File: config.mk
export PLATFORM = sky130hd
export DESIGN_NAME = wep_front
export DESIGN_NICKNAME = d
export VERILOG_FILES = /design/src/wep_pkg.sv /design/src/wep_front.sv
export SDC_FILE = /design/constraint.sdc
export NUM_CORES = 1
export LEC_CHECK = 0
export BUFFER_PORTS_ARGS = -buffer_cell sky130_fd_sc_hd__buf_2
export CAP_MARGIN = 10
export CORE_MARGIN = 1.5
export CORE_UTILIZATION = 44
export DETAILED_ROUTE_END_ITERATION = 8
export PLACE_DENSITY = 0.84
export REMOVE_ABC_BUFFERS = 1
export SYNTH_ARGS = -nofsm -noshare
export SYNTH_HDL_FRONTEND = slang
export SYNTH_SLANG_ARGS = --single-unit
File: constraint.sdc
create_clock -name clk -period 4.7 [get_ports clk]
set_input_delay 0.235 -clock clk [delete_from_list [all_inputs] [get_ports clk]]
set_output_delay 0.235 -clock clk [all_outputs]
set_load 0.01 [all_outputs]
File: src/wep_pkg.sv
// Shared types and constants for the weighted entering-candidate pricer.
`timescale 1ns / 1ps

package wep_pkg;

	// Stream widths
	localparam int InDataW  = 88;
	localparam int InUserW  = 4;
	localparam int OutDataW = 16;
	localparam int OutUserW = 3;
	localparam int TolW     = 31;

	// Queue between front and back
	localparam int QDepth = 4;
	localparam int QPtrW  = 2;
	localparam int QCntW  = 3;

	// Basis status codes
	localparam logic [2:0] ST_LOWER = 3'd0;
	localparam logic [2:0] ST_UPPER = 3'd1;
	localparam logic [2:0] ST_FREE  = 3'd2;
	localparam logic [2:0] ST_BOTH  = 3'd3;

	localparam logic signed [33:0] FactorOne = 34'sd65536;
	localparam logic signed [63:0] ScoreMax  = 64'sh7FFF_FFFF_FFFF_FFFF;
	localparam logic signed [63:0] ScoreMin  = 64'sh8000_0000_0000_0000;

	// What the back end does with a queued request
	typedef enum logic [1:0] {
		OP_SCORE,
		OP_FREE,
		OP_ERR,
		OP_LAST
	} wep_op_t;

	typedef enum logic [1:0] {
		RES_SEL     = 2'd0,
		RES_NONE    = 2'd1,
		RES_INVALID = 2'd2
	} wep_res_t;

	typedef struct packed {
		wep_op_t     op;
		logic        row;
		logic [15:0] idx;
		logic        last;
	} wep_tag_t;

	typedef struct packed {
		wep_tag_t           tag;
		logic [31:0]        mag;
		logic signed [33:0] fac;
	} wep_item_t;

endpackage

File: src/wep_front.sv
// Front end: take candidates, test eligibility, classify status, form |t| and factor.
`timescale 1ns / 1ps

module wep_front #(
	parameter int INDEX_BITS = 16
) (
	input  logic                        clk,
	input  logic                        arst_n,
	input  logic                        s_tvalid,
	output logic                        s_tready,
	input  logic [wep_pkg::InDataW-1:0] s_tdata,
	input  logic [wep_pkg::InUserW-1:0] s_tuser,
	input  logic                        s_tlast,
	input  logic [wep_pkg::TolW-1:0]    tol,
	input  logic                        q_full,
	output logic                        push,
	output wep_pkg::wep_item_t          push_item
);
	import wep_pkg::*;

	localparam int IdxW = (INDEX_BITS > 16) ? 16 : INDEX_BITS;
	localparam logic [15:0] IdxMask = 16'((17'd1 << IdxW) - 17'd1);

	logic               fin_q;
	logic               take;
	logic               elig;
	logic signed [31:0] t;
	logic signed [31:0] p;
	logic [2:0]         status;
	logic signed [32:0] neg_tol;
	logic signed [33:0] p_ext;
	logic               use_plus;
	wep_op_t            op;

	assign t       = s_tdata[31:0];
	assign p       = s_tdata[63:32];
	assign status  = s_tuser[2:0];
	assign neg_tol = -$signed({2'b00, tol});
	assign elig    = $signed({t[31], t}) < neg_tol;
	assign p_ext   = {{2{p[31]}}, p};

	assign s_tready = !q_full;
	assign take     = s_tvalid && s_tready;

	always_comb begin
		use_plus = 1'b1;
		op       = OP_SCORE;
		unique case (status)
			ST_LOWER: use_plus = 1'b1;
			ST_UPPER: use_plus = 1'b0;
			ST_BOTH:  use_plus = s_tdata[64];
			ST_FREE:  op = OP_FREE;
			default:  op = OP_ERR;
		endcase
		if (!elig) begin
			op = OP_LAST;
		end
	end

	always_comb begin
		push_item.tag.op   = op;
		push_item.tag.row  = s_tuser[3];
		push_item.tag.idx  = s_tdata[80:65] & IdxMask;
		push_item.tag.last = s_tlast;
		push_item.mag      = t[31] ? (~t + 32'd1) : t;
		push_item.fac      = use_plus ? (FactorOne + p_ext) : (FactorOne - p_ext);
	end

	// Drop ineligible items that do not end the scan, and all items of a finished scan.
	assign push = take && !fin_q && (elig || s_tlast);

	always_ff @(posedge clk or negedge arst_n) begin
		if (!arst_n) begin
			fin_q <= 1'b0;
		end else if (take) begin
			if (fin_q) begin
				if (s_tlast) begin
					fin_q <= 1'b0;
				end
			end else if (elig && (op == OP_FREE || op == OP_ERR) && !s_tlast) begin
				fin_q <= 1'b1;
			end
		end
	end

endmodule

# Word level (Yosys, flattened, before mapping)
# Cells that the tools add are included.
word_totals:
  reg_bits: 1
  in_bits: 128
  elab_cells: 32
op_classes:
  addsub: 4
  n_lt_le_gt_ge: 1
  n_eq_ne: 5
  n_mux: 8
  bitwise: 1
  reduce_logical: 12
op_table:
  columns: ["op", "n"]
  rows:
  - ["34-bit two-way mux", 1]
  - ["18-bit by 32-bit adder with 33-bit output (first input constant)", 1]
  - ["32-bit by 33-bit less-than comparator with 1-bit output", 1]
  - ["31-bit negator with 33-bit output", 1]
  - ["18-bit by 32-bit subtractor with 33-bit output (first input constant)", 1]
  - ["32-bit by 1-bit adder with 32-bit output (second input constant)", 1]
  - ["32-bit two-way mux", 1]
  - ["32-bit inverter", 1]
  - ["3-bit by 2-bit == test with 1-bit output (second input constant)", 2]
  - ["1-bit logical AND", 5]
  - ["2-bit case mux with 2 select lines", 1]
  - ["3-bit by 1-bit == test with 1-bit output (second input constant)", 1]
  - ["1-bit logical NOT", 3]
  - ["3-bit logical NOT", 1]
  - ["1-bit two-way mux", 3]
  - ["3-bit OR reduction", 1]
  - ["2-bit by 1-bit == test with 1-bit output (second input constant)", 1]
  - ["2-bit == test (second input constant)", 1]
  - ["1-bit logical OR", 2]
  - ["2-bit two-way mux", 1]
  - ["1-bit case mux with 2 select lines", 1]

# Longest topological paths before layout
# Gate-level depths: netlist of the first run.
logic_depth:
  word_depth: 10
  depth_mapped: 14
  depth_no_buf: 14

# Least setup slack after synthesis of the first run
# OpenSTA, ideal clock, no wires.
synth_timing:
  path_type: "input-to-output"
  from: "input tol[16] in the netlist's numbering"
  to: "output push"
  t_arrival_ns: 3.345
  required_ns: 4.465
  path_slack_ns: 1.120
  stages: 13
  path_buffers: 0
  path_cell_list: "or4_4 nor3_1 nand4b_1 nand2b_1 nor4_2 xor2_1 ha_1 nand4_1 and4bb_2 a311oi_1 o211a_1 nor3_1 a2111oi_0"
synth_between:
  elab_chain_cells: 4
synth_lines:
  columns: ["item", "line", "text"]
  rows:
  - ["start: declaration", "wep_front.sv:14", "input logic [wep_pkg::TolW-1:0] tol,"]
  - ["31-bit negator with 33-bit output", "wep_front.sv:38", "assign neg_tol = -$signed({2'b00, tol});"]
  - ["32-bit by 33-bit less-than comparator with 1-bit output", "wep_front.sv:39", "assign elig = $signed({t[31], t}) < neg_tol;"]
  - ["1-bit logical OR", "wep_front.sv:70", "assign push = take && !fin_q && (elig || s_tlast);"]
  - ["1-bit logical AND", "wep_front.sv:70", null]
  - ["end: declaration", "wep_front.sv:16", "output logic push,"]
# No other way between the ends.

==> impl_metrics.ini, run 1 <==
[synthesis]
syn_avg_cell_area_um2 = 7.051
yosysWarnings = 0
synth_flop_cell = dfrtp_1
synth_area_um2 = 3173
synth_top_cell_area_share_pct = 16.29
async_flop_share_pct = 100.0
synth.largest_area_cell = xnor2_1
synth.top_cells.by_area = xnor2_1 (16%), ha_1 (15%), xor2_1 (7.7%)
ys_seq_area_share_pct = 0.7886
synth_edf_count = 0
ys_types = 55
synthTopCellsByCount = xnor2_1 (59), nand2_1 (41), ha_1 (38)
synth_cells = 450
ys_seq_elements = 1
yosysMostFrequentCell = xnor2_1

[sta]
setup_ws_ns = 0.4298
fin_skew_ns = 0
post-route-period-util_pct = 90.85
setup_viol = 0
slew_viol_final = 0
finalSetupTns_ns = 0
relSlewSlack_pct = 44.37
finalCriticalPeriod_ns = 4.270
whs_ns = 0.01320
fmax_mhz = 234.2
worstMarginPinSlew_ns = 0.8345
final_hold_viol_count = 0
rsz0062_at_grt = no

[floorplan]
die-width_um = 87.92
rows = 30
die_h_um = 87.92
start_util_pct = 46.19
coreArea_um2 = 6869
dieArea_um2 = 7730
num_io_pins = 216

[detailed_routing]
firstDrtPassIters = 5
vias = 3941
drt_wl_total_mm = 10.25
drc_errors = 0
post_drt_wl_per_cell_um = 14.80
vias_per_cell = 5.695
antenna_left = 0
drt_iter0_markers = 177

[global_routing]
antenna_found_initial = 0
grt_pass1_wl_mm = 15.62
grt_pass1_vias = 3452
overflow = 0
globalRouteTotalUtil_pct = 24.72
grt_start_max_net_pins = 33

[worst_setup_path]
worstSetupPathType = in2out
ff2ff_setup_slack_ns = 3.62
critPathMaxStageDelay_ns = 0.50
endpoint_kind = output port
worstPathCellList = buf_2 > nor4_1 > nand2_1 > nor3_1 > nand2_1 > or3_1 > xnor2_1 > ha_1 > nand4_1 > nor4_1 > a311oi_1 > o211a_1 > nand3_1 > or3b_2 > buf_2
arrival_ns = 4.04
path_max_fanout = 6
crit_slowest_cell = nor4_1
cp-start-kind = input port
reg2reg_to = fin_q$_DFFE_PN0P_
r2r_start = fin_q$_DFFE_PN0P_
reg2reg_depth = 3
cp.required_ns = 4.47

[layout]
regMostFlops = fin_q
nFillCells = 668
nNetsFinal = 764
diodes = 0
drive_above_1_share_pct = 32.72
reg.largest.list = fin_q x1
utilization_pct = 58.00
area_growth_pct = 25.55
largest_register_ffs = 1

[cts]
post_cts_buffers = 0
cts_resized = 0
clk_pin_slew_worst_paths_ns = 0
clk_latency_ns = 0
postCtsHoldBufs = 0

[placement]
pre_cts_ws_ns = 0.5283
gp_congestion = 0.8688
dpl.hpwl_mm = 8.922
portBuffers = 174

[power_and_ir_drop]
irDropWorstVdd_mv = 0.05283
p_total_w = 0.0003762
power_density_nw_per_um2 = 94.43
p_leak_nw = 1.831

[min_path]
hp-class = in2async

[status]
status = finished, final reports clean

[job]
drv_cap = 0
-- cell families (layout without fill, tap and decap cells) --
logic type               after synthesis  count (layout)  share of synthesized area [%]
AND/OR/NAND/NOR                      187             187                          33.40
AO/OA/AOI/OAI                         93              93                          18.93
XOR/XNOR                              87              87                          24.01
buffers and inverters                 43             189                          7.571
adder cells (fa/ha/maj)               38              38                          14.98
multiplexers                           1               1                         0.3155
flip-flops                             1               1                         0.7885
-- metal layers --
layer | wire [um] | track usage, % | share of wire, % | vias to the layer above
met5 | 78 | 7.143 | 0.76 | -
met4 | 190 | 5.339 | 1.9 | 2
met3 | 988 | 7.634 | 9.6 | 23
met2 | 4913 | 42.54 | 48 | 188
met1 | 4075 | 29.51 | 40 | 1805
li1 | - | - | - | 1923
-- worst max-delay path: cells and delay by family --
kind / cells / cell delay (ns)
AOI/OAI and AO/OA: 2 / 0.39
xor gates and xnor gates: 1 / 0.14
adders and majority gates: 1 / 0.29
buffers and inverters: 2 / 0.27
and+or+nand+nor: 9 / 2.69
-- power breakdown --
part	total, W	switching, W	internal (W)
Combinational	0.000366	0.000204	0.000161
Clock	0	0	0
Sequential	0.0000106	0.000000942	0.00000965
-- cell type report --
type                    instances  area (um2)  area share, %
well taps                      96       120.1          3.015
inverters                      14       52.55          1.319
flip-flops and latches          1       25.02         0.6281
repair buffers                175       878.3          22.05
multi-input cells             406        2908          72.99
-- how the worst max path moves through the flow --
stage / startpoint / to / depth (start not counted)
after floorplan: tol[16] / push / 13
after global routing: tol[4] / push_item[85] / 15
after CTS: tol[4] / push_item[85] / 15
after detailed placement: tol[4] / push_item[85] / 15
after global placement: tol[4] / push_item[84] / 15
final: tol[4] / push_item[85] / 15
-- stage by stage --
stage | instance area (um2) | std cells
CTS | 3984 | 692
detailed placement | 3984 | 692
global placement | 3984 | 692
global route | 3984 | 692
floorplan | 2985 | 421
finish | 3984 | 692
-- layout by cell type, fill, tap and decap left out, types with 2 or more instances in the layout --
master    synthesis  layout
or4_4             2       2
xor2_1           28      28
a221oi_1          2       2
o31ai_1          13      13
o31ai_2           2       2
o41ai_1           4       4
nor3_1           21      21
or2_2             2       2
nand3_1          10      10
or4_1             5       5
nand3b_1          4       4
nor3_4            2       2
a31oi_1           5       5
nand4_1          10      10
nand2b_1         14      14
and4_1            3       3
a21oi_1          27      27
ha_1             38      38
and2_1            4       4
o21ai_0          28      28
xnor2_1          59      59
nand2_1          41      41
inv_1            14      14
nor2_1           32      32
or3_1            10      10
nor4_1           10      10
nor2b_1           3       3
buf_2             0     174
or3b_2            2       2
o41ai_2           2       2
(Power assumes the default switching activity.)
==> inputs of run 2 (changes only) <==
--- a/config.mk
+++ b/config.mk
@@ -10,7 +10,7 @@
 export CORE_MARGIN = 1.5
 export CORE_UTILIZATION = 44
 export DETAILED_ROUTE_END_ITERATION = 8
-export PLACE_DENSITY = 0.84
+export PLACE_DENSITY = 0.88
 export REMOVE_ABC_BUFFERS = 1
 export SYNTH_ARGS = -nofsm -noshare
 export SYNTH_HDL_FRONTEND = slang
==> impl_metrics.ini, run 2 (synthesis gave the netlist of run 1 again) <==
[detailed_routing]
drt_wl_total_mm = 10.21
drc_errors = 0
firstDrtPassIters = 4
post_drt_wl_per_cell_um = 14.76
vias_per_cell = 5.577
antenna_left = 0
vias = 3859
drt_iter0_markers = 173

[worst_setup_path]
crit_buf_inv = 2
cp-start-kind = input port
crit_slowest_cell = nor4_1
cp_top_family = simple AND/OR/NAND/NOR gates
reg2reg_depth = 3
arrival_ns = 3.92
crit_cells = 15
endpoint_kind = output port
cp.required_ns = 4.47
worstPathCellList = buf_2 > nor4_1 > nand2_1 > nor3_1 > nand2_1 > or3_1 > xnor2_1 > ha_1 > nand4_1 > nor4_1 > a311oi_1 > o211a_1 > nand3_1 > or3b_2 > buf_2
ff2ff_setup_slack_ns = 3.65
critPathMaxStageDelay_ns = 0.48
worstSetupPathType = in2out
path_max_fanout = 6

[power_and_ir_drop]
irDropWorstVdd_mv = 0.04388
p_leak_nw = 1.831
power_density_nw_per_um2 = 94.44

[global_routing]
grt_pass1_wl_mm = 15.70
globalRouteTotalUtil_pct = 24.80
antenna_found_initial = 0
grt_start_max_net_pins = 33
overflow = 0
grt_pass1_vias = 3567

[layout]
regMostFlops = fin_q
stdcell_count = 692
largest_register_ffs = 1
diodes = 0
reg.largest.list = fin_q x1
nNetsFinal = 764
layout_commonest_cell = buf_2
drive_above_1_share_pct = 32.72
final_cell_mix = buf_2 (174), xnor2_1 (59), nand2_1 (41)
area_growth_pct = 25.55

[sta]
fin_skew_ns = 0
setup_ws_ns = 0.5479
rsz0062_at_grt = no
finalSetupTns_ns = 0
finalCriticalPeriod_ns = 4.152
worstMarginPinSlew_ns = 0.8148
final_hold_viol_count = 0
relSlewSlack_pct = 45.68
slew_viol_final = 0
post-route-period-util_pct = 88.34
setup_viol = 0
fmax_mhz = 240.8

[cts]
clk_latency_ns = 0
post_cts_buffers = 0
cts_resized = 0
clk_pin_slew_worst_paths_ns = 0
postCtsHoldBufs = 0

[floorplan]
die_h_um = 87.92
start_util_pct = 46.19
rows = 30
num_io_pins = 216
coreArea_um2 = 6869
dieArea_um2 = 7730
die-width_um = 87.92

[placement]
dpl.hpwl_mm = 8.945
gp_congestion = 0.9256
place_inst = 692
pre_cts_ws_ns = 0.5393
portBuffers = 174

[job]
drv_cap = 0

[min_path]
hp-class = in2async

[status]
status = finished, final reports clean
-- run 2: cell counts in the layout (fill, tap and decap cells not counted) --
No cell type changed its count.
-- run 2: worst paths after layout --
| kind | start | end |
|---|---|---|
| setup / recovery | tol[4] | push_item[84] |
| hold / removal | arst_n | fin_q$_DFFE_PN0P_ |
| setup reg to reg | fin_q$_DFFE_PN0P_ | fin_q$_DFFE_PN0P_ |
| hold reg to reg | fin_q$_DFFE_PN0P_ | fin_q$_DFFE_PN0P_ |
| max in group asynchronous | arst_n | fin_q$_DFFE_PN0P_ |
| min in group clk | s_tdata[72] | push_item[74] |
-- run 2: power by group --
part | leakage [nW] | internal [W] | switching (W)
Clock | 0 | 0 | 0
Sequential | 0.0134 | 0.00000965 | 0.00000117
Combinational | 1.82 | 0.000162 | 0.000204
Total | 1.83 | 0.000171 | 0.000205
-- run 2: stage by stage --
step	utilization (%)	hold WS (ns)	power, W	instance area (um2)
floorplan	-	-0.06059	0.0002001	2985
global placement	58.00	0.01075	0.0003627	3984
detailed placement	58.00	0.01165	0.0003746	3984
CTS	58.00	0.01190	0.0003762	3984
global route	58.00	0.01103	0.0004157	3984
finish	58.00	0.01029	0.0003763	3984
-- run 2: per-layer routing --
layer,track usage (%),vias up,wire (um)
li1,-,1923,-
met1,29.74,1747,4010
met2,42.33,165,4872
met3,7.446,22,1032
met4,6.061,2,219
met5,7.143,-,77
-- run 2: final cells by class --
type	count	area [um2]
timing repair buffer	175	878.3
fill	645	2885
inverter	14	52.55
tap	96	120.1
multi-input combinational	406	2908
sequential	1	25.02
==> inputs of run 3 (changes only) <==
--- a/config.mk
+++ b/config.mk
@@ -11,6 +11,7 @@
 export CORE_UTILIZATION = 44
 export DETAILED_ROUTE_END_ITERATION = 8
 export PLACE_DENSITY = 0.88
+export RECOVER_POWER = 50
 export REMOVE_ABC_BUFFERS = 1
 export SYNTH_ARGS = -nofsm -noshare
 export SYNTH_HDL_FRONTEND = slang
==> impl_metrics.ini, run 3 (synthesis gave the netlist of run 1 again) <==
[placement]
dpl.hpwl_mm = 8.945
place_inst = 692
gp_congestion = 0.9256
portBuffers = 174

[power_and_ir_drop]
irDropWorstVdd_mv = 0.04402
p_leak_nw = 1.754
power_density_nw_per_um2 = 94.08

[sta]
worstMarginPinSlew_ns = 1.390
relSlewSlack_pct = 7.332
finalSetupTns_ns = 0
final_hold_viol_count = 0
setup_viol = 0
fin_skew_ns = 0
post-route-period-util_pct = 87.71
fmax_mhz = 242.6
slew_viol_final = 0
finalCriticalPeriod_ns = 4.122
rsz0062_at_grt = no
whs_ns = 0.01046

[layout]
utilization_pct = 57.47
reg.largest.list = fin_q x1
drive_above_1_share_pct = 28.19
diodes = 0
final_cell_mix = buf_2 (148), xnor2_1 (59), nand2_1 (41)
layout_commonest_cell = buf_2
stdcell_count = 692
regMostFlops = fin_q
nFillCells = 664
seqCellArea_um2 = 25.02
largest_register_ffs = 1
multiInputGateArea_um2 = 2904
nNetsFinal = 764
area_growth_pct = 24.41

[global_routing]
globalRouteTotalUtil_pct = 24.80
grt_pass1_vias = 3567
antenna_found_initial = 0
overflow = 0
grt_start_max_net_pins = 33
grt_pass1_wl_mm = 15.70

[detailed_routing]
post_drt_wl_per_cell_um = 14.80
drc_errors = 0
drt_wl_total_mm = 10.24
firstDrtPassIters = 5
antenna_left = 0
vias_per_cell = 5.616
drt_iter0_markers = 175
vias = 3886

[cts]
post_cts_buffers = 0
cts_resized = 0
clk_pin_slew_worst_paths_ns = 0
postCtsHoldBufs = 0
clk_latency_ns = 0

[worst_setup_path]
cp.required_ns = 4.47
reg2reg_depth = 3
worstSetupPathType = in2out
arrival_ns = 3.89
endpoint_kind = output port
ff2ff_setup_slack_ns = 3.65
cp-start-kind = input port
path_max_fanout = 5

[floorplan]
die_h_um = 87.92
dieArea_um2 = 7730
die-width_um = 87.92
coreArea_um2 = 6869
start_util_pct = 46.19
rows = 30
num_io_pins = 216

[job]
drv_cap = 0

[status]
status = finished, final reports clean

[min_path]
hp-class = in2async
==> run 3: changes by cell type in the layout (fill, tap and decap cells not counted), sizes merged <==
cell	previous run	this run
buf	175	149
clkbuf	0	26
==> run 3: per-stage QoR <==
step / setup WS [ns] / instance area (um2) / total power, W
2_1_floorplan: 1.120 / 2985 / 0.0002001
3_3_place_gp: 0.5954 / 3984 / 0.0003627
3_5_place_dp: 0.5393 / 3984 / 0.0003746
4_1_cts: 0.5282 / 3984 / 0.0003762
5_1_grt: 0.1730 / 3948 / 0.0004108
6_report: 0.5778 / 3948 / 0.0003714
==> run 3: worst paths after layout <==
check / start / end
max in group asynchronous: arst_n / fin_q$_DFFE_PN0P_
max: tol[4] / push_item[84]
min: arst_n / fin_q$_DFFE_PN0P_
min in group clk: s_tdata[72] / push_item[74]
max reg2reg: fin_q$_DFFE_PN0P_ / fin_q$_DFFE_PN0P_
min reg2reg: fin_q$_DFFE_PN0P_ / fin_q$_DFFE_PN0P_
==> run 3: critical path, stage by stage <==
cell,delay (ns)
buf_2,0.12
nor4_1,0.39
nand2_1,0.15
nor3_1,0.29
nand2_1,0.20
or3_1,0.35
xnor2_1,0.14
ha_1,0.29
nand4_1,0.13
nor4_1,0.46
a221oi_1,0.17
a21bo_2,0.25
nand3_1,0.11
or3b_2,0.44
buf_2,0.15
==> run 3: area by class of cell <==
class                      instances  share of cell area [%]
inverter                          14                   1.331
multi-input combinational        406                   73.57
sequential                         1                  0.6339
tap                               96                   3.043
timing repair buffer             175                   21.43
==> run 3: report_power, final <==
group          internal, W  switching, W
clock network            0             0
registers       0.00000965    0.00000113
logic             0.000156      0.000204
==> run 3: layer usage <==
layer | part of all wire (%) | vias to the layer above | GRT usage (%)
met5 | 0.75 | - | 7.143
met4 | 2.4 | 2 | 6.061
met3 | 9.9 | 24 | 7.446
met2 | 47 | 181 | 42.33
met1 | 39 | 1757 | 29.74
li1 | - | 1922 | -
