==> src/wep_pkg.sv <==
// Shared types and constants for the weighted entering-candidate pricer.
`timescale 1ns / 1ps

package wep_pkg;

	// Stream widths
	localparam int InDataW  = 88;
	localparam int InUserW  = 4;
	localparam int OutDataW = 16;
	localparam int OutUserW = 3;
	localparam int TolW     = 31;

	// Queue between front and back
	localparam int QDepth = 4;
	localparam int QPtrW  = 2;
	localparam int QCntW  = 3;

	// Basis status codes
	localparam logic [2:0] ST_LOWER = 3'd0;
	localparam logic [2:0] ST_UPPER = 3'd1;
	localparam logic [2:0] ST_FREE  = 3'd2;
	localparam logic [2:0] ST_BOTH  = 3'd3;

	localparam logic signed [33:0] FactorOne = 34'sd65536;
	localparam logic signed [63:0] ScoreMax  = 64'sh7FFF_FFFF_FFFF_FFFF;
	localparam logic signed [63:0] ScoreMin  = 64'sh8000_0000_0000_0000;

	// What the back end does with a queued request
	typedef enum logic [1:0] {
		OP_SCORE,
		OP_FREE,
		OP_ERR,
		OP_LAST
	} wep_op_t;

	typedef enum logic [1:0] {
		RES_SEL     = 2'd0,
		RES_NONE    = 2'd1,
		RES_INVALID = 2'd2
	} wep_res_t;

	typedef struct packed {
		wep_op_t     op;
		logic        row;
		logic [15:0] idx;
		logic        last;
	} wep_tag_t;

	typedef struct packed {
		wep_tag_t           tag;
		logic [31:0]        mag;
		logic signed [33:0] fac;
	} wep_item_t;

endpackage

==> src/wep_queue.sv <==
// Short request queue between the front and back ends.
`timescale 1ns / 1ps

module wep_queue (
	input  logic               clk,
	input  logic               arst_n,
	input  logic               push,
	input  wep_pkg::wep_item_t push_item,
	output logic               full,
	input  logic               pop,
	output logic               empty,
	output wep_pkg::wep_item_t pop_item
);
	import wep_pkg::*;

	wep_item_t        slot_q [QDepth];
	logic [QPtrW-1:0] wr_q;
	logic [QPtrW-1:0] rd_q;
	logic [QCntW-1:0] cnt_q;
	logic             do_pop;

	assign full     = cnt_q == QCntW'(QDepth);
	assign empty    = cnt_q == '0;
	assign pop_item = slot_q[rd_q];
	assign do_pop   = pop && !empty;

	always_ff @(posedge clk) begin
		if (push) begin
			slot_q[wr_q] <= push_item;
		end
	end

	always_ff @(posedge clk or negedge arst_n) begin
		if (!arst_n) begin
			wr_q  <= '0;
			rd_q  <= '0;
			cnt_q <= '0;
		end else begin
			if (push) begin
				wr_q <= wr_q + QPtrW'(1);
			end
			if (do_pop) begin
				rd_q <= rd_q + QPtrW'(1);
			end
			cnt_q <= cnt_q + QCntW'(push) - QCntW'(do_pop);
		end
	end

`ifndef NO_ASSERTIONS
	a_no_overflow: assert property (@(posedge clk) disable iff (!arst_n)
		full |-> !push)
		else $error("queue written while full");
	a_count_bound: assert property (@(posedge clk) disable iff (!arst_n)
		cnt_q <= QCntW'(QDepth))
		else $error("queue count beyond depth");
`endif

endmodule

==> config.mk <==
export PLATFORM = sky130hd
export DESIGN_NAME = wep_queue
export DESIGN_NICKNAME = d
export VERILOG_FILES = /design/src/wep_pkg.sv /design/src/wep_queue.sv
export SDC_FILE = /design/constraint.sdc
export NUM_CORES = 1
export LEC_CHECK = 0
export BUFFER_PORTS_ARGS = -buffer_cell sky130_fd_sc_hd__buf_2
export CAP_MARGIN = 0
export CORE_ASPECT_RATIO = 0.7
export CORE_MARGIN = 5
export CORE_UTILIZATION = 50
export CTS_BUF_LIST = sky130_fd_sc_hd__clkbuf_8
export CTS_CLUSTER_SIZE = 30
export DETAILED_ROUTE_END_ITERATION = 12
export GPL_ROUTABILITY_DRIVEN = 0
export PLACE_DENSITY_LB_ADDON = 0.1
export SYNTH_ARGS = -nofsm -noshare
export SYNTH_HDL_FRONTEND = slang
export SYNTH_SLANG_ARGS = --single-unit
==> constraint.sdc <==
create_clock -name clk -period 2.95 [get_ports clk]
set_input_delay 0.7375 -clock clk [delete_from_list [all_inputs] [get_ports clk]]
set_output_delay 0.7375 -clock clk [all_outputs]
set_load 0.005 [all_outputs]
Yosys cells after proc, flatten, opt, wreduce, memory -nomap -nowiden
Memories as Yosys holds them, arrays and structs flattened.
Index checks and enable logic that the tools add are counted.
W data, S select, Z words.
{ "totals": {"wordCells": 14, "out_inout_bits": 88, "regBits": 7, "ram_bits": 344, "input_bits": 90, "mem_count": 1} }
{ "op_classes": {"addsub": 4, "eq_ne": 1, "n_mux": 2, "n_reduce_logical": 3} }
{ "memory_table": {"columns": ["name", "words", "word_bits", "read_ports", "rd_ports_with_merged_regs", "wr", "line", "source"], "rows": [
  ["slot_q", 4, 86, 1, 0, 1, "wep_queue.sv:16", "wep_item_t slot_q [QDepth];"]
]} }
{ "ops": {"columns": ["operator", "n"], "rows": [
  ["$add A2 B1 Y2 const B", 2],
  ["$add A3 B1 Y3", 1],
  ["$eq A3 B3 Y1 const B", 1],
  ["$logic_not A3 Y1", 1],
  ["$sub A3 B1 Y3", 1],
  ["$mux W1", 2],
  ["$logic_and A1 B1 Y1", 1],
  ["$logic_not A1 Y1", 1]
]} }

Depth between registers and ports, before layout
Gate-level depths: netlist of the first run.
{ "depth": {"word_depth": 4, "depth_mapped": 9, "depth_no_buf": 9} }

Worst setup path after synthesis of the first run
No wires, ideal clock.
{ "synth_path": {"kind": "in2reg", "startpoint": "in push", "endpoint": "mem slot_q[2][0] (netlist name), enable pin", "path_buffers": 0, "path_slack_ps": -238, "arrival_ps": 2734, "required_ps": 2496, "path_stages": 1, "setup_ps": 454, "cell_sequence": "and2_1"} }
{ "synth_via": {"elab_chain_cells": 2} }
{ "synth_lines": {"columns": ["item", "line", "source"], "rows": [
  ["from (decl)", "wep_queue.sv:7", "input logic push,"],
  ["$mux W1", "wep_queue.sv:28", "if (push) begin"],
  ["$mux W1 (not written as such)", "wep_queue.sv:29", "slot_q[wr_q] <= push_item;"],
  ["to (decl)", "wep_queue.sv:16", null]
]} }
No other way between the ends.

==> impl_metrics.yaml, run 1 <==
finish:
  layout_commonest_cell: "edfxtp_1"
  instances_no_fill: 1077
  fin_nets: 810
  final_core_util_pct: 59.5
  drive_gt1_share_pct: 45.8
  fin_area_sq_mm: 0.0151
  areaGrowthSynthToFinish_pct: 18.1
  final_cell_mix: "edfxtp_1 (344), buf_2 (177), mux4_2 (86), clkbuf_8 (54), inv_1 (29)"
worst_setup_path:
  cp.arrival_ns: 2.11
  crit_required_ns: 2.21
  cp_slowest_cell: "mux4_2"
  path_max_fanout: 27
  slowest_delay_ns: 0.58
  worstPathCellList: "buf_12 -> mux4_2 -> buf_2"
  crit_type: "flop to output port"
  critPathLaunchType: "flop"
  critPathCaptureType: "output port"
global_route:
  grt_pass1_wl_microns: 37400
  grt_pass1_vias: 6412
  gr-total-overflow: 0
  antenna_found_initial: 4
  grt_max_degree: 45
  grtUsageTotal_pct: 17.0
clock_tree:
  cts_tree: "built"
  clock_latency_ns: 0.57
  clockBufferDepth: 3
  cts_root_buf: "clkbuf_8"
  path_clk_slew_ns: 0.06
  numCtsBuffers: 51
  cts.sinks: 351
  htree_levels: 2
power_and_ir_drop:
  power_leakage_nw: 5.27
  p_clk_share_pct: 23.3
  p_comb_share_pct: 28.9
  p_per_area_mw_per_mm2: 947
  peakVddDrop_uv: 507
  power_mw: 14.3
  p_sw_share_pct: 28.1
  intPower_mw: 10.3
  p_switching_mw: 4.02
  seqPwrFrac_pct: 47.8
sta:
  period_share_pct: 96.7
  fin_tns_setup_ns: 0
  rsz0062_at_grt: "yes"
  setup_ws_ns: 0.0978
  max_freq_ghz: 0.351
  clock_skew_ns: 0.0307
  min_period_ns: 2.85
  worst_pin_slew_ns: 0.488
  maxSlewViolCount: 0
  hold_viol: 0
  slew_headroom_pct: 67.5
  holdWs_ns: 0.371
  setup_violations: 0
floorplanning:
  die-area_sq_mm: 0.0290
  io_pins: 178
  die_x_microns: 201
  row_count: 49
  core_region_area_sq_mm: 0.0254
  initial_core_util_pct: 50.4
  dieHeight_microns: 144
placed_design:
  detailed_place_hpwl_microns: 14700
  placed_area_sq_mm: 0.0142
  place_ws_ns: 0.528
  portBuffers: 177
  dpl.cell_count: 988
synthesis:
  yosysSeqAreaShare_pct: 82.0
  avgSynthCellArea_sq_um: 26.4
  ys_types: 21
  ys_ff_latch: 351
  syn_inst: 486
  syn_area_sq_mm: 0.0128
  yosysWarnings: 0
  synth_nets: 583
routing:
  wl_per_cell_microns: 22.5
  via_count: 5807
  finalWirelength_microns: 24300
  drt_iter0_markers: 317
  via_per_inst: 5.39
  ant_nets: 0
  drt-pass1-iter-count: 4
  drc: 0
run:
  drv_cap: 0
min_path:
  hp-class: "primary input to flop"
run_status:
  status: "completed"
==> power by group through the flow <==
| stage | logic, mW | registers (mW) | clock network (mW) |
|---|---|---|---|
| 2_1_floorplan | 2.61 | 6.79 | 0 |
| 5_1_grt | 4.53 | 6.93 | 3.70 |
| 6_report | 4.14 | 6.85 | 3.34 |
| 3_3_place_gp | 4.18 | 6.95 | 0 |
| 3_5_place_dp | 4.23 | 7.00 | 0 |
| 4_1_cts | 4.30 | 6.86 | 3.45 |
==> cells by family (layout without fill, tap and decap cells) <==
kind of cell	after synthesis	after routing	share of synthesized area [%]
DFF	351	351	82.0
muxes	86	86	15.1
buffers and inverters	27	286	1.32
adders and majority gates	7	7	0.742
and+or+nand+nor	7	7	0.322
xor gates and xnor gates	5	5	0.342
AOI/OAI and AO/OA	3	3	0.166
other	0	1	0
==> per-layer routing <==
metal	vias up	part of all wire (%)	track usage [%]
met4	8	1.9	5.10
met3	51	7.5	5.59
li1	2549	-	-
met2	168	49	27.6
met1	3031	41	22.6
met5	-	0.23	0
==> cell type report <==
cell class	instances	area (sq um)
fillers	1829	10300
repair buffers	194	1170
multi-input cells	108	2150
diodes	1	2.50
clock buffers	54	743
well taps	331	414
flip-flops and latches	351	10500
inverters	7	26.3
clock inverters	31	119
==> state kept, by name, summed over array words and instances (netlist names) <==
name,flops
rd_q,2
cnt_q,3
slot_q,344
wr_q,2
==> timing repair <==
| item | in CTS | in global routing |
|---|---|---|
| pin swaps | 0 | 0 |
| endpoints found under the setup margin | 75 | 5 |
| buffers inserted | 2 | 0 |
| resized for setup | 0 | 0 |
| endpoints found under the hold margin | 7 | 0 |
| hold buffers | 1 | 0 |
==> path summary, 6_finish.rpt <==
| kind | from | cells past startpoint | slack [ns] | end |
|---|---|---|---|---|
| hold / removal | push_item[81] | 1 | 0.37 | slot_q[3][81] |
| setup reg to reg | cnt_q[1] | 9 | 0.69 | cnt_q[2] |
| min in group asynchronous | arst_n | 2 | 0.55 | cnt_q[2] |
| hold reg to reg | wr_q[0] | 1 | 0.54 | wr_q[0] |
| max in group asynchronous | arst_n | 2 | 2.21 | rd_q[0] |
| setup / recovery | rd_q[0] | 3 | 0.1 | pop_item[69] |
==> Yosys cell counts <==
cell type / n / share of area, %
xnor2_1: 4 / 0.27
buf_6: 2 / 0.18
o21ai_0: 1 / 0.039
dfrtp_1: 7 / 1.4
o311ai_0: 1 / 0.068
nor3_1: 1 / 0.039
edfxtp_1: 344 / 81
and2_1: 4 / 0.20
buf_12: 1 / 0.16
clkbuf_1: 4 / 0.12
buf_8: 1 / 0.12
buf_2: 8 / 0.31
fa_1: 1 / 0.16
buf_4: 4 / 0.23
nand2_1: 1 / 0.029
xor2_1: 1 / 0.068
inv_1: 7 / 0.21
mux4_2: 86 / 15
o31ai_1: 1 / 0.059
nor3b_1: 1 / 0.059
ha_1: 6 / 0.59
==> critical path, delay by kind of cell (launching register included) <==
kind / cells / cell delay (ns)
multiplexers: 1 / 0.58
flip-flops: 1 / 0.52
buffers and inverters: 2 / 0.40
(Power assumes the default switching activity.)
==> inputs of run 2 (changes only) <==
ABC_AREA = 1   (was default)
==> impl_metrics.yaml, run 2 <==
sta:
  slew_headroom_pct: 62.7
  hold_viol: 0
  rsz0062_at_grt: "no"
  period_share_pct: 93.1
  clock_skew_ns: 0.00930
  setup_violations: 0
  holdWs_ns: 0.375
  fin_tns_setup_ns: 0
  worst_pin_slew_ns: 0.559
  max_freq_ghz: 0.364
  min_period_ns: 2.75
  maxSlewViolCount: 0
worst_setup_path:
  slowest_delay_ns: 0.42
  critPathCaptureType: "output port"
  crit_family: "buffers and inverters"
  critPathLaunchType: "flop"
  path_buf_inv: 3
  crit_type: "flop to output port"
  path_max_fanout: 39
  crit_required_ns: 2.21
  crit_cells: 6
  worstPathCellList: "inv_6 -> buf_4 -> nor2_1 -> o21ai_0 -> nand2_1 -> buf_2"
  r2r_cells: 11
  cp.arrival_ns: 2.01
  cp_slowest_cell: "dfrtp_1"
global_route:
  grt_pass1_vias: 8217
  antenna_found_initial: 3
  grt_pass1_wl_microns: 44400
  grtUsageTotal_pct: 18.0
  gr-total-overflow: 0
  grt_max_degree: 106
power_and_ir_drop:
  power_leakage_nw: 6.55
  peakVddDrop_uv: 525
  p_per_area_mw_per_mm2: 952
  power_mw: 15.3
finish:
  final_core_util_pct: 58.3
  final_cell_mix: "edfxtp_1 (344), nand2_1 (274), buf_2 (177), nor2_1 (173), o21ai_0 (140)"
  areaGrowthSynthToFinish_pct: 15.8
  largest_reg_flops: 344
  fin_nets: 1434
  reg.largest.list: "slot_q x344, cnt_q x3"
  layout_commonest_cell: "edfxtp_1"
  diodes: 0
  regMostFlops: "slot_q"
  drive_gt1_share_pct: 18.7
synthesis:
  synth_nets: 1242
  syn_area_sq_mm: 0.0139
  yosysTopAreaCellShare_pct: 74.3
  yosysMostFrequentCell: "edfxtp_1"
  ys_dominant_reg_cell: "edfxtp_1"
  ys_ff_latch: 351
  ys_types: 20
  syn_inst: 1145
  synth_edf_count: 344
  yosysWarnings: 0
  yosysTopAreaCell: "edfxtp_1"
  yosys-top-cells-count: "edfxtp_1 (344), nand2_1 (274), nor2_1 (173), o21ai_0 (140), inv_1 (102)"
  synth.area.top_cells: "edfxtp_1 (74%), nand2_1 (7.4%), o21ai_0 (5.0%)"
  yosysSeqAreaShare_pct: 75.5
  avgSynthCellArea_sq_um: 12.1
  synth_async_sr_flop_share_pct: 1.99
min_path:
  hp-class: "primary input to flop"
  whs_path_depth: 1
clock_tree:
  cts_root_buf: "clkbuf_8"
  htree_levels: 2
  clockBufferDepth: 3
  clock_latency_ns: 0.57
  cts.sinks: 351
  cts_tree: "built"
  cts_setup_buffers: 0
  path_clk_slew_ns: 0.06
  numCtsBuffers: 52
run_status:
  status: "completed"
routing:
  drt_iter0_markers: 542
  ant_nets: 0
  drt-pass1-iter-count: 5
  finalWirelength_microns: 27900
  via_per_inst: 4.82
  drc: 0
  wl_per_cell_microns: 16.1
  via_count: 8385
placed_design:
  detailed_place_hpwl_microns: 15900
  portBuffers: 177
run:
  drv_cap: 0
floorplanning:
  core_region_area_sq_mm: 0.0276
  die_x_microns: 209
  die-area_sq_mm: 0.0313
  io_pins: 178
  dieHeight_microns: 150
  row_count: 51
  initial_core_util_pct: 50.3
run 2: path summary, 6_finish.rpt:
path                          startpoint            end  slack (ns)
max in group asynchronous         arst_n        rd_q[0]        2.21
min                        push_item[43]  slot_q[3][43]        0.38
min reg2reg                      wr_q[0]        wr_q[0]        0.53
min in group asynchronous         arst_n       cnt_q[2]        0.55
max reg2reg                     cnt_q[1]       cnt_q[2]        0.96
max                              rd_q[1]    pop_item[7]        0.20
run 2: metal layers:
| metal | routed length, microns | vias to the layer above | part of all wire, % | GRT usage, % |
|---|---|---|---|---|
| met5 | 47 | - | 0.17 | 0 |
| met4 | 613 | 6 | 2.2 | 5.25 |
| met3 | 1920 | 59 | 6.9 | 4.76 |
| met2 | 12900 | 205 | 46 | 29.1 |
| li1 | - | 4225 | - | - |
| met1 | 12500 | 3890 | 45 | 24.5 |
run 2: what timing repair did:
item | CTS | global route
hold buffers | 1 | 0
hold endpoints to repair | 7 | 0
setup endpoints to repair | 0 | 2
gates resized for setup | 0 | 1
run 2: per-stage QoR:
step	std cells	instance area, sq um	setup WS [ns]
3_5_place_dp	1653	15200	0.737
6_report	1740	16100	0.203
3_3_place_gp	1653	15200	0.772
5_1_grt	1740	16100	0.0271
2_1_floorplan	1145	13900	0.301
4_1_cts	1740	16100	0.0921
run 2: where the power goes:
group | leakage, nW | total (mW) | switching [mW] | internal, mW
clock | 0.539 | 3.42 | 1.69 | 1.73
sequential | 3.24 | 6.75 | 0.223 | 6.52
combinational | 2.77 | 5.17 | 3.37 | 1.80
total | 6.55 | 15.3 | 5.29 | 10.1
run 2: cells by family (layout without fill, tap and decap cells):
logic type	count (synthesis)	after routing	synth area share, %
AO/OA/AOI/OAI	173	173	6.22
XOR/XNOR	3	3	0.189
adder cells (fa/ha/maj)	7	7	0.684
buffers and inverters	161	385	5.22
flip-flops	351	351	75.5
AND/OR/NAND/NOR	450	450	12.2
run 2: final cells by class:
class / count / area (sq um)
multi-input combinational: 633 / 2680
clock inverter: 33 / 150
fill: 2265 / 11500
tap: 371 / 464
clock buffer: 53 / 729
inverter: 103 / 407
sequential: 351 / 10500
timing repair buffer: 196 / 1170
==> inputs of run 3 (changes only) <==
CTS_CLUSTER_DIAMETER = 30   (was default)
clock period = 2.25 ns   (was 2.95 ns; I/O delays follow)
==> impl_metrics.yaml, run 3 (same netlist as run 2, synthesis figures left out) <==
sta:
  rsz0062_at_grt: "yes"
  hold_viol: 0
  min_period_ns: 2.59
  worst_pin_slew_ns: 0.452
  clock_skew_ns: 0.0167
  max_freq_ghz: 0.386
  fin_tns_setup_ns: -23.40
  period_share_pct: 115
  setup_ws_ns: -0.338
  maxSlewViolCount: 0
  slew_headroom_pct: 69.9
  setup_violations: 86
floorplanning:
  die-area_sq_mm: 0.0313
  dieHeight_microns: 150
  initial_core_util_pct: 50.3
  row_count: 51
  die_x_microns: 209
  core_region_area_sq_mm: 0.0276
  io_pins: 178
finish:
  diodes: 0
  largest_reg_flops: 344
  layout_commonest_cell: "edfxtp_1"
  fin_nets: 1464
  areaGrowthSynthToFinish_pct: 26.9
  drive_gt1_share_pct: 29.1
  reg.largest.list: "slot_q x344, cnt_q x3"
  final_cell_mix: "edfxtp_1 (344), nand2_1 (254), buf_2 (172), nor2_1 (122), o21ai_1 (108)"
  regMostFlops: "slot_q"
min_path:
  hp-class: "primary input to flop"
  whs_path_depth: 1
  min_from: "push_item[48]"
  hold-path-endpoint: "slot_q[2][48]"
global_route:
  grt_max_degree: 82
  grt_pass1_vias: 8398
  grtUsageTotal_pct: 19.3
  antenna_found_initial: 2
  grt_pass1_wl_microns: 47100
  gr-total-overflow: 0
power_and_ir_drop:
  power_leakage_nw: 7.08
  p_per_area_mw_per_mm2: 1370
  peakVddDrop_uv: 741
  power_mw: 24.2
clock_tree:
  clock_latency_ns: 0.59
  cts_tree: "built"
  htree_levels: 2
  cts.sinks: 351
  clockBufferDepth: 3
  numCtsBuffers: 53
  path_clk_slew_ns: 0.06
  cts_root_buf: "clkbuf_8"
routing:
  drc: 0
  drt-pass1-iter-count: 5
  via_count: 8865
  wl_per_cell_microns: 18.1
  drt_iter0_markers: 549
  finalWirelength_microns: 32300
  via_per_inst: 4.98
  ant_nets: 0
worst_setup_path:
  r2r_cells: 10
  r2r-start: "cnt_q[1]"
  path_max_fanout: 7
  cp.arrival_ns: 2.03
  startpoint: "rd_q[0]"
  crit_type: "flop to output port"
  r2r_end: "cnt_q[1]"
  critPathLaunchType: "flop"
  worst-r2r-setup-slack_ns: 0.26
  critPathCaptureType: "output port"
  crit_required_ns: 1.69
run_status:
  status: "finished with violations"
  violations: "negative setup slack"
run:
  drv_cap: 0
placed_design:
  detailed_place_hpwl_microns: 16000
  portBuffers: 177
[run 3: cell count changes in the layout (fill, tap and decap cells not counted), moves of 17 or more]
| cell | before | now |
|---|---|---|
| nor2_4 | 0 | 26 |
| o21ai_0 | 140 | 37 |
| o21ai_2 | 0 | 26 |
| inv_1 | 122 | 105 |
| nand2_1 | 274 | 254 |
| nor2_1 | 173 | 122 |
| nor2_2 | 0 | 25 |
| o21ai_1 | 33 | 108 |
[run 3: worst max-delay path: stages (launching register included)]
cell,delay [ns]
dfrtp_4,0.60
buf_8,0.19
buf_16,0.15
nor2_4,0.07
nor2_1,0.04
o21ai_1,0.11
nand2_1,0.13
buf_2,0.15
[run 3: area by class of cell]
class	instances	area, sq um
Sequential cell	351	10500
Fill cell	2167	9970
Multi-Input combinational cell	633	3130
Timing Repair Buffer	225	1960
Clock buffer	55	757
Tap cell	371	464
Inverter	103	420
Clock inverter	42	417
[run 3: report_power, final]
part	switching (mW)	internal [mW]	total [mW]
Combinational	5.51	4.00	9.50
Sequential	0.400	8.55	8.95
Clock	2.50	3.23	5.73
[run 3: repair_timing]
item                       CTS  global route
setup endpoints to repair   86            86
resized for setup          145           123
hold endpoints to repair     7             0
gates cloned                12            10
setup buffers                4             0
pin swaps                   19            36
hold buffers                 1             0
[run 3: per-stage QoR]
stage               setup slack, ns  util [%]  hold slack (ns)  instance area, sq um  cells
global placement              0.297      55.3            0.416                 15300   1656
detailed placement            0.280      55.3            0.416                 15300   1656
floorplan                    -0.150         -            0.267                 14000   1145
CTS                          -0.325      61.7            0.135                 17100   1770
global route                 -0.433      63.9            0.141                 17700   1780
finish                       -0.338      63.9            0.185                 17700   1780
[run 3: worst max-delay path by stage]
stage | cells past startpoint | endpoint | slack (ns)
2_1_floorplan | 3 | slot_q[1][0] | -0.15
4_1_cts | 5 | pop_item[68] | -0.33
3_5_place_dp | 10 | cnt_q[1] | 0.28
6_report | 7 | pop_item[67] | -0.34
3_3_place_gp | 11 | cnt_q[2] | 0.30
5_1_grt | 7 | pop_item[39] | -0.43
[run 3: routing by layer]
| metal | GRT usage, % | vias up | wire [microns] |
|---|---|---|---|
| li1 | - | 4321 | - |
| met1 | 27.5 | 4212 | 14200 |
| met2 | 30.8 | 274 | 15300 |
| met3 | 4.34 | 54 | 2150 |
| met4 | 4.92 | 4 | 572 |
| met5 | 0 | - | 28 |
